[src/rtl/bsp_pkg.sv]
// ----------------------------------------------------------------------------
// bsp_pkg
// Shared types and constants of the B-spline point evaluator.
// ----------------------------------------------------------------------------
package bsp_pkg;

  localparam int unsigned MaxDegree   = 3;
  localparam int unsigned MaxKnots    = 64;
  localparam int unsigned MaxControls = 64;

  localparam int unsigned KnotAw = $clog2(MaxKnots);
  localparam int unsigned CtrlAw = $clog2(MaxControls);
  localparam int unsigned KnotCw = 7;
  localparam int unsigned CtrlCw = 7;

  typedef enum logic [1:0] {
    CmdLoadKnot = 2'd0,
    CmdLoadCtrl = 2'd1,
    CmdEval     = 2'd2,
    CmdNone     = 2'd3
  } cmd_e;

  typedef enum logic [1:0] {
    StatEval    = 2'd0,
    StatNoCtrl  = 2'd1,
    StatFewKnot = 2'd2
  } stat_e;

  typedef enum logic [1:0] {
    RegDegree  = 2'd0,
    RegKnots   = 2'd1,
    RegCtrls   = 2'd2
  } reg_e;

  typedef struct packed {
    logic [1:0]  command;
    logic [5:0]  slot;
    logic signed [31:0] knot_value;
    logic signed [31:0] point_x;
    logic signed [31:0] point_y;
    logic signed [31:0] point_z;
    logic signed [31:0] eval_time;
  } in_item_t;

  typedef struct packed {
    logic signed [31:0] out_x;
    logic signed [31:0] out_y;
    logic signed [31:0] out_z;
    logic [1:0]  eval_status;
  } out_item_t;

  typedef struct packed {
    logic [1:0] index;
    logic [6:0] data;
  } cfg_item_t;

  // Divider handshake. The denominator is a difference of two knots and
  // needs 33 bits.
  typedef struct packed {
    logic              start;
    logic signed [63:0] num;
    logic signed [32:0] den;
  } div_req_t;

  typedef struct packed {
    logic              done;
    logic signed [31:0] alpha;
  } div_rsp_t;

  function automatic logic signed [31:0] sat32(input logic signed [65:0] v);
    if (v > 66'sd2147483647) return 32'sh7fffffff;
    if (v < -66'sd2147483648) return 32'sh80000000;
    return v[31:0];
  endfunction

endpackage

[src/rtl/bsp_div.sv]
// ----------------------------------------------------------------------------
// bsp_div
// Restoring divider: one quotient bit per cycle, truncating toward zero,
// result saturated to 32-bit signed.
// ----------------------------------------------------------------------------
module bsp_div (
  input  logic              clk_i,
  input  logic              rst_ni,
  input  bsp_pkg::div_req_t req_i,
  output bsp_pkg::div_rsp_t rsp_o
);
  import bsp_pkg::*;

  logic [63:0] rem_q, rem_d;
  logic [63:0] quo_q, quo_d;
  logic [32:0] den_q, den_d;
  logic        neg_q, neg_d;
  logic [6:0]  cnt_q, cnt_d;
  logic        busy_q, busy_d;
  logic        done_q, done_d;
  logic [64:0] trial;
  logic [64:0] qsigned;

  // Shift in one numerator bit and try the subtraction.
  always_comb begin
    rem_d  = rem_q;
    quo_d  = quo_q;
    den_d  = den_q;
    neg_d  = neg_q;
    cnt_d  = cnt_q;
    busy_d = busy_q;
    done_d = 1'b0;
    trial  = {rem_q, quo_q[63]} - {32'd0, den_q};
    if (req_i.start) begin
      rem_d  = '0;
      quo_d  = req_i.num[63] ? 64'(-req_i.num) : 64'(req_i.num);
      den_d  = req_i.den[32] ? 33'(-req_i.den) : 33'(req_i.den);
      neg_d  = req_i.num[63] ^ req_i.den[32];
      cnt_d  = 7'd64;
      busy_d = 1'b1;
    end else if (busy_q) begin
      if (!trial[64]) begin
        rem_d = trial[63:0];
        quo_d = {quo_q[62:0], 1'b1};
      end else begin
        rem_d = {rem_q[62:0], quo_q[63]};
        quo_d = {quo_q[62:0], 1'b0};
      end
      cnt_d = cnt_q - 7'd1;
      if (cnt_q == 7'd1) begin
        busy_d = 1'b0;
        done_d = 1'b1;
      end
    end
  end

  always_ff @(posedge clk_i or negedge rst_ni) begin
    if (!rst_ni) begin
      busy_q <= 1'b0;
      done_q <= 1'b0;
      cnt_q  <= '0;
    end else begin
      busy_q <= busy_d;
      done_q <= done_d;
      cnt_q  <= cnt_d;
    end
  end

  always_ff @(posedge clk_i) begin
    rem_q <= rem_d;
    quo_q <= quo_d;
    den_q <= den_d;
    neg_q <= neg_d;
  end

  assign qsigned    = neg_q ? 65'(-{1'b0, quo_q}) : {1'b0, quo_q};
  assign rsp_o.done  = done_q;
  assign rsp_o.alpha = sat32(66'(signed'(qsigned)));

endmodule

[config.mk]
export PLATFORM = sky130hd
export DESIGN_NAME = bsp_div
export DESIGN_NICKNAME = d
export VERILOG_FILES = /design/src/rtl/bsp_pkg.sv /design/src/rtl/bsp_div.sv
export SDC_FILE = /design/constraint.sdc
export NUM_CORES = 1
export LEC_CHECK = 0
export BUFFER_PORTS_ARGS = -buffer_cell sky130_fd_sc_hd__buf_2
export CAP_MARGIN = 20
export CORE_ASPECT_RATIO = 1.25
export CORE_MARGIN = 2
export CORE_UTILIZATION = 57
export DETAILED_ROUTE_END_ITERATION = 8
export GPL_ROUTABILITY_DRIVEN = 0
export HOLD_SLACK_MARGIN = 0.08
export PLACE_DENSITY = 0.73
export SYNTH_ARGS = -nofsm -noshare
export SYNTH_HDL_FRONTEND = slang
export SYNTH_SLANG_ARGS = --single-unit
[constraint.sdc]
create_clock -name clk_i -period 5.16 [get_ports clk_i]
set_input_delay 0.258 -clock clk_i [delete_from_list [all_inputs] [get_ports clk_i]]
set_output_delay 0.258 -clock clk_i [all_outputs]
set_load 0.005 [all_outputs]
---- After elaboration in Yosys (flattened, before gate mapping) ----
Index checks and enable logic that the tools add are counted.
storage, ports and cells
  flip-flop bits (word level) ............. 171
  input bits .............................. 100
  output and inout port bits .............. 33
  logic and storage cells ................. 40
cells by class
  add/sub/neg operators ................... 5
  magnitude comparators ................... 2
  equality and inequality tests ........... 1
  muxes and demuxes ....................... 22
  bitwise logic cells ..................... 1
  reductions and logical operators ........ 1
operator list
  cell                                                              number
  two-way mux 64 bit                                                4
  two-way mux 32 bit                                                5
  greater-than comparator 65 x 32 -> 1 bit (second input constant)  1
  less-than comparator 65 x 32 -> 1 bit (second input constant)     1
  two-way mux 65 bit                                                1
  negation 64 -> 65 bit                                             1
  subtractor 65 x 33 -> 65 bit                                      1
  negation 64 bit                                                   1
  negation 33 bit                                                   1
  two-way mux 7 bit                                                 2
  two-way mux 1 bit                                                 10
  == test 7 x 1 -> 1 bit (second input constant)                    1
  subtractor 7 x 1 -> 7 bit (second input constant)                 1
  nonzero test 2 bit                                                1
  XOR 1 bit                                                         1

---- Longest topological paths before layout ----
Gate-level depths: netlist of run 1.
  depth after elaboration ................. 7
  depth in mapped cells ................... 14
  gate-level depth less buffers ........... 12

---- Worst setup path after synthesis of run 1 ----
No wires, ideal clock.
  path kind ............................... reg-to-output
  start ................................... register quo_q[0]
  end ..................................... output port rsp_o[2] (netlist name)
  arrival ................................. 3531 ps
  setup slack ............................. 1371 ps
  stages on the path, launching flop included .. 14
  buffers on the path ..................... 2
  path through ............................ edfxtp_1 -> inv_1 -> ha_1 -> nor3b_1 -> nand3_1 -> or4_1 -> clkbuf_1 -> or4_1 -> a211oi_1 -> o221ai_1 -> or4_4 -> o21ai_4 -> buf_6 -> o221ai_1
RTL lines
  element                   RTL line       source
  start: declaration        bsp_div.sv:15  logic [63:0] quo_q, quo_d;
  start signal: assignment  bsp_div.sv:71  quo_q <= quo_d;
  end: declaration          bsp_div.sv:10  output bsp_pkg::div_rsp_t rsp_o

==> impl_metrics.env, run 1 <==
export IMPL_antenna_left=0
export IMPL_slew_headroom_pct=34.1
export IMPL_synthArstFlopShare_pct=5.26
export IMPL_grt_max_degree=93
export IMPL_cp_max_fo=16
export IMPL_grt_pass1_wl_mm=61.1
export IMPL_maxCapViolations=0
export IMPL_synth_cell_types=86
export IMPL_clockRootBuffer="clkbuf_16"
export IMPL_status="finished clean"
export IMPL_vias=13618
export IMPL_synth_seq_cells=171
export IMPL_start_util_pct=57.6
export IMPL_antennaDiodeCount=0
export IMPL_firstDrtPassIters=5
export IMPL_final_common_cell="nor2_1"
export IMPL_yosysTopAreaCell="edfxtp_1"
export IMPL_avgRoutedWirePerCell_um=17.9
export IMPL_grt_pass1_vias=12775
export IMPL_rsz0062_at_grt="false"
export IMPL_clock_skew_ns=0.0130
export IMPL_power_density_nw_per_um2=445
export IMPL_avgSynthCellArea_sq_um=8.12
export IMPL_design_area_sq_um=15500
export IMPL_synth_cell_area_sq_um=14000
export IMPL_die_w_um=144
export IMPL_place_inst=2095
export IMPL_hpwl_mm=27.6
export IMPL_clk_pin_slew_ns=0.07
export IMPL_die_h_um=179
export IMPL_die_area_sq_um=25900
export IMPL_syn_nets=1866
export IMPL_drive_above_1_share_pct=12.6
export IMPL_syn_to_final_growth_pct=10.6
export IMPL_clk_latency_ns=0.44
export IMPL_endpoint_kind="primary output"
export IMPL_core_sq_um=24300
export IMPL_clock_sinks=171
export IMPL_via_per_inst=6.39
export IMPL_required_ns=4.90
export IMPL_r2r_slack_ns=0.77
export IMPL_stdcell_count=2132
export IMPL_worstSetupPathType="register to primary output"
export IMPL_ys_warn_count=0
export IMPL_io_pins=133
export IMPL_n_fill_cell=2154
export IMPL_h_tree_depth=4
export IMPL_finalCritPeriodShare_pct=97.3
export IMPL_startpoint_type="register"
export IMPL_final_seq_area_sq_um=4450
export IMPL_ys_flop_type="edfxtp_1"
export IMPL_ys_seq_area_share_pct=31.7
export IMPL_grt_overflow_total=0
export IMPL_finalSetupViolCount=0
export IMPL_worstPathArrival_ns=4.76
export IMPL_p_leak_nw=5.89
export IMPL_min_period_ns=5.02
export IMPL_cts_tree="built"
export IMPL_fmax_mhz=199
export IMPL_final_cell_mix="nor2_1, nand2_1, buf_2"
export IMPL_cts_buffer_depth=2
export IMPL_worst_hold_path_type="input port to register"
export IMPL_cts_made_buffers=17
export IMPL_multi_input_area_sq_um=8910
export IMPL_rows=64
export IMPL_dpl_cell_area_sq_um=14800
export IMPL_finalHoldViolCount=0
export IMPL_drv_slew=0
export IMPL_fin_util_pct=63.7
export IMPL_track_usage_pct=29.3
export IMPL_ir_drop_mv=0.271
export IMPL_synth_edf_count=98
export IMPL_synth_top_area_share_pct=21.0
export IMPL_tightest_slew_ns=0.989
export IMPL_drc=0
export IMPL_nets=1928
export IMPL_routed_wl_mm=38.2
export IMPL_drt_initial_drc_count=1015
export IMPL_ys_top_cells_by_area="edfxtp_1, dfxtp_1, xor2_1"
export IMPL_port_buffers=132
export IMPL_antenna_found_initial=0
export IMPL_syn_inst=1727
export IMPL_fin_tns_setup_ns=0
## logic make-up (layout without fill, tap and decap cells)
logic type	count (synthesis)	in the layout	share of synthesized area [%]
fa+ha+maj	39	39	3.53
mux	6	6	0.428
compound gates	465	466	22.6
buf+inv	180	254	5.08
flops	171	171	31.7
simple gates	688	688	25.6
xor+xnor	178	178	11.1
## critical path, cell delays in order (launching register included)
cell	delay [ns]
edfxtp_1	0.46
or4_4	0.58
nand4b_4	0.31
or4b_4	0.71
or4b_1	0.53
a211oi_1	0.25
o2111ai_1	0.19
or4_4	0.59
o21ai_4	0.34
o221ai_1	0.20
buf_2	0.17
## cell usage after synthesis (7+ instances only)
library cell and instances:
a21oi_1 125, a31oi_1 7, xor2_1 107, o21a_1 8
dfxtp_1 64, a21o_1 19, nand2b_1 39, xnor2_1 71
or4_1 30, nor2_1 169, o41ai_1 26, nand2_1 165
o31ai_1 48, nand3b_1 15, nand4_1 24, a311oi_1 26
dfrtp_1 9, nand3_1 38, nor4_1 39, o211ai_1 10
a211oi_1 16, or3_1 38, o221ai_1 28, or2_2 11
edfxtp_1 98, o21bai_1 8, inv_1 65, a211o_1 7
and3_1 11, nor3_1 53, o21ai_0 84, clkbuf_1 100
ha_1 38
## per-stage QoR
step	hold WS, ns	power (mW)	setup slack [ns]
finish	0.129	6.90	0.139
global route	0.125	7.39	0.00460
CTS	0.118	6.85	0.0157
detailed placement	0.122	5.47	0.229
global placement	0.116	5.41	0.304
floorplan	-0.0376	4.65	1.37
## flip-flops by register name, summed over array words and instances (netlist names)
name,cells
neg_q,1
cnt_q,7
den_q,33
rem_q,64
busy_q,1
quo_q,64
done_q,1
## metal layers
layer | track usage, % | vias to the layer above | wire (um)
met5 | 0 | - | 0
met4 | 14.8 | 0 | 1700
met3 | 4.54 | 138 | 1820
met2 | 52.6 | 507 | 19300
met1 | 33.6 | 6415 | 15400
li1 | - | 6558 | -
## final timing paths
check	startpoint	endpoint	depth (start not counted)
max in group asynchronous	rst_ni	busy_q	2
min in group asynchronous	rst_ni	cnt_q[4]	2
max	quo_q[18]	rsp_o[21]	10
min	req_i[31]	den_q[32]	2
min reg2reg	rem_q[40]	rem_q[40]	2
max reg2reg	quo_q[63]	rem_q[37]	13
## power breakdown
| part | leakage [nW] | internal (mW) | switching, mW |
|---|---|---|---|
| combinational | 3.97 | 1.37 | 1.93 |
| clock | 0.301 | 0.773 | 0.592 |
| sequential | 1.62 | 1.82 | 0.407 |
## what timing repair did
action                                  in CTS  in global routing
gates cloned                                 1                  0
gates resized for setup                      1                  4
buffers inserted                             0                  2
endpoints found under the setup margin      31                 31
hold buffers                                 2                  0
pin swaps                                    1                  2
endpoints found under the hold margin       10                  0
## area by class of cell
cell class / count / area share (%)
timing repair buffer: 156 / 5.66
inverter: 66 / 1.60
clock inverter: 15 / 1.22
sequential: 171 / 28.7
tap: 330 / 2.66
clock buffer: 17 / 2.74
multi-input combinational: 1377 / 57.4
(Power assumes the default switching activity.)
==> run 2: changes to the inputs <==
--- a/config.mk
+++ b/config.mk
@@ -9,11 +9,11 @@
 export CAP_MARGIN = 20
 export CORE_ASPECT_RATIO = 1.25
 export CORE_MARGIN = 2
-export CORE_UTILIZATION = 57
+export CORE_UTILIZATION = 55
 export DETAILED_ROUTE_END_ITERATION = 8
 export GPL_ROUTABILITY_DRIVEN = 0
 export HOLD_SLACK_MARGIN = 0.08
-export PLACE_DENSITY = 0.73
+export PLACE_DENSITY = 0.74
 export SYNTH_ARGS = -nofsm -noshare
 export SYNTH_HDL_FRONTEND = slang
 export SYNTH_SLANG_ARGS = --single-unit
==> constraint.sdc (replaced) <==
create_clock -name clk_i -period 4.3 [get_ports clk_i]
set_input_delay 0.215 -clock clk_i [delete_from_list [all_inputs] [get_ports clk_i]]
set_output_delay 0.215 -clock clk_i [all_outputs]
set_load 0.005 [all_outputs]
==> run 2 against run 1 <==
The flow now finishes with violations (negative setup slack). Cell area is 5.4% higher. Combinational power is 27% higher. Largest cell class unchanged. Sequential share of layout area is 1.5 points lower. Critical path type unchanged. Critical endpoint is now rsp_o[19]. Utilization is 1.4 points higher.
==> impl_metrics.env, run 2 (synthesis results as in run 1) <==
export IMPL_pwr_share_seq_pct=31.3
export IMPL_hpwl_mm=28.0
export IMPL_antenna_found_initial=0
export IMPL_core_sq_um=25100
export IMPL_slew_headroom_pct=29.6
export IMPL_worstPathArrival_ns=4.30
export IMPL_power_frac_comb_pct=49.5
export IMPL_cts_tree="built"
export IMPL_crit_end="rsp_o[19]"
export IMPL_power_density_nw_per_um2=520
export IMPL_io_pins=133
export IMPL_clock_sinks=171
export IMPL_share_clk_of_total_power_pct=19.2
export IMPL_grt_pass1_wl_mm=63.2
export IMPL_final_common_cell="nor2_1"
export IMPL_worst_slack_ns=-0.218
export IMPL_clockRootBuffer="clkbuf_16"
export IMPL_antenna_left=0
export IMPL_max_stage_delay_ns=0.57
export IMPL_routed_wl_mm=39.3
export IMPL_cts_buffer_depth=2
export IMPL_status="complete, but fails checks"
export IMPL_path_cells="or4_4 -> nand4b_4 -> or4b_4 -> or4b_4 -> a211oi_2 -> o2111ai_1 -> or4_4 -> o21ai_4 -> buf_12 -> clkbuf_16 -> o221ai_2 -> buf_2"
export IMPL_cp_num_cells=12
export IMPL_start_util_pct=55.8
export IMPL_finalCritPeriodShare_pct=105
export IMPL_p_leak_nw=6.26
export IMPL_drive_above_1_share_pct=16.5
export IMPL_die_area_sq_um=26800
export IMPL_required_ns=4.09
export IMPL_rsz0062_at_grt="true"
export IMPL_startpoint_type="register"
export IMPL_swShare_pct=42.4
export IMPL_antennaDiodeCount=0
export IMPL_rows=65
export IMPL_r2r_start="rem_q[12]"
export IMPL_drc=0
export IMPL_design_area_sq_um=16400
export IMPL_crit_start="quo_q[19]"
export IMPL_grt_pass1_vias=13098
export IMPL_r2r_slack_ns=0.39
export IMPL_place_inst=2136
export IMPL_crit_slowest_cell="or4b_4"
export IMPL_finalHoldViolCount=0
export IMPL_worst_path_buf_inv=3
export IMPL_cts_made_buffers=17
export IMPL_clk_pin_slew_ns=0.07
export IMPL_worst_hold_path_type="input port to register"
export IMPL_die_h_um=183
export IMPL_worstRegToRegCells=10
export IMPL_failed_checks="negative setup slack"
export IMPL_via_per_inst=6.29
export IMPL_nets=1991
export IMPL_endpoint_kind="primary output"
export IMPL_maxCapViolations=0
export IMPL_drv_slew=0
export IMPL_track_usage_pct=28.5
export IMPL_grt_max_degree=143
export IMPL_clock_skew_ns=0.00962
export IMPL_finalSetupViolCount=31
export IMPL_fmax_mhz=221
export IMPL_syn_to_final_growth_pct=16.6
export IMPL_clk_latency_ns=0.44
export IMPL_die_w_um=147
export IMPL_worstSetupPathType="register to primary output"
export IMPL_power_switching_mw=3.61
export IMPL_avgRoutedWirePerCell_um=17.8
export IMPL_stdcell_count=2200
export IMPL_tightest_slew_ns=1.05
export IMPL_reg_top3="quo_q (64), rem_q (64), den_q (33)"
export IMPL_firstDrtPassIters=5
export IMPL_port_buffers=132
export IMPL_final_cell_mix="nor2_1, nand2_1, buf_2"
export IMPL_drt_initial_drc_count=1002
export IMPL_p_int_mw=4.89
export IMPL_vias=13828
export IMPL_dpl_cell_area_sq_um=15100
export IMPL_cp_max_fo=8
export IMPL_grt_overflow_total=0
export IMPL_critPathTopFamily="simple AND/OR/NAND/NOR gates"
export IMPL_worst_r2r_endpoint="rem_q[37]"
export IMPL_h_tree_depth=4
export IMPL_ir_drop_mv=0.278
export IMPL_min_period_ns=4.52
==> run 2: cell types whose count changed in the layout (fill, tap and decap cells not counted), moves of 5 or more <==
| cell | previous run | this run |
|---|---|---|
| buf_12 | 2 | 7 |
| o221ai_2 | 0 | 20 |
| buf_4 | 20 | 62 |
| o221ai_1 | 28 | 7 |
| dlygate4sd3_1 | 2 | 15 |
==> run 2: what timing repair did <==
action                                  4_1_cts  5_1_grt
gates resized for setup                       6       38
hold endpoints to repair                     23        0
endpoints found under the setup margin       31       31
pin swaps                                     2        9
setup buffers                                 5        8
gates cloned                                  0        3
hold buffers                                 15        0
==> run 2: worst min-delay path by stage <==
stage                   start   endpoint  slack [ns]  cells after the start
finish              req_i[16]  den_q[16]         0.1                      2
global route        req_i[16]  den_q[16]        0.11                      2
CTS                 req_i[14]  den_q[14]        0.08                      2
detailed placement     rst_ni   cnt_q[5]        0.07                      1
global placement       rst_ni   cnt_q[4]        0.07                      1
floorplan              rst_ni     busy_q       -0.08                      0
==> run 2: layout make-up <==
cell class              instances  area (sq um)
multi-input cells            1376          9130
fillers                      2065          8780
flip-flops and latches        171          4450
repair buffers                220          1500
clock buffers                  17           425
well taps                     335           419
inverters                      66           248
clock inverters                15           189
==> run 2: per-stage QoR <==
stage | power, mW | worst slack, ns | hold slack [ns] | utilization, % | TNS, ns
5_1_grt | 9.07 | -0.319 | 0.105 | 65.1 | -9.22
4_1_cts | 8.35 | -0.166 | 0.0802 | 63.5 | -4.51
3_3_place_gp | 6.57 | 0.237 | 0.0725 | 60.2 | 0
6_report | 8.50 | -0.218 | 0.0952 | 65.1 | -6.10
3_5_place_dp | 6.68 | 0.142 | 0.0727 | 60.2 | 0
2_1_floorplan | 5.58 | 0.554 | -0.0806 | - | 0
==> run 2: metal layers <==
layer  GRT usage [%]  share of wire (%)  up-vias
met3            3.57                4.8      120
met4            13.8                3.9        0
li1                -                  -     6685
met1            33.6                 41     6499
met5               0                  0        -
met2            51.0                 51      524
==> run 2: power groups by stage <==
| stage | combinational (mW) | sequential, mW | clock (mW) |
|---|---|---|---|
| 2_1_floorplan | 3.08 | 2.50 | 0 |
| 3_3_place_gp | 3.93 | 2.65 | 0 |
| 3_5_place_dp | 4.02 | 2.66 | 0 |
| 4_1_cts | 4.06 | 2.64 | 1.65 |
| 5_1_grt | 4.66 | 2.71 | 1.71 |
| 6_report | 4.21 | 2.66 | 1.63 |
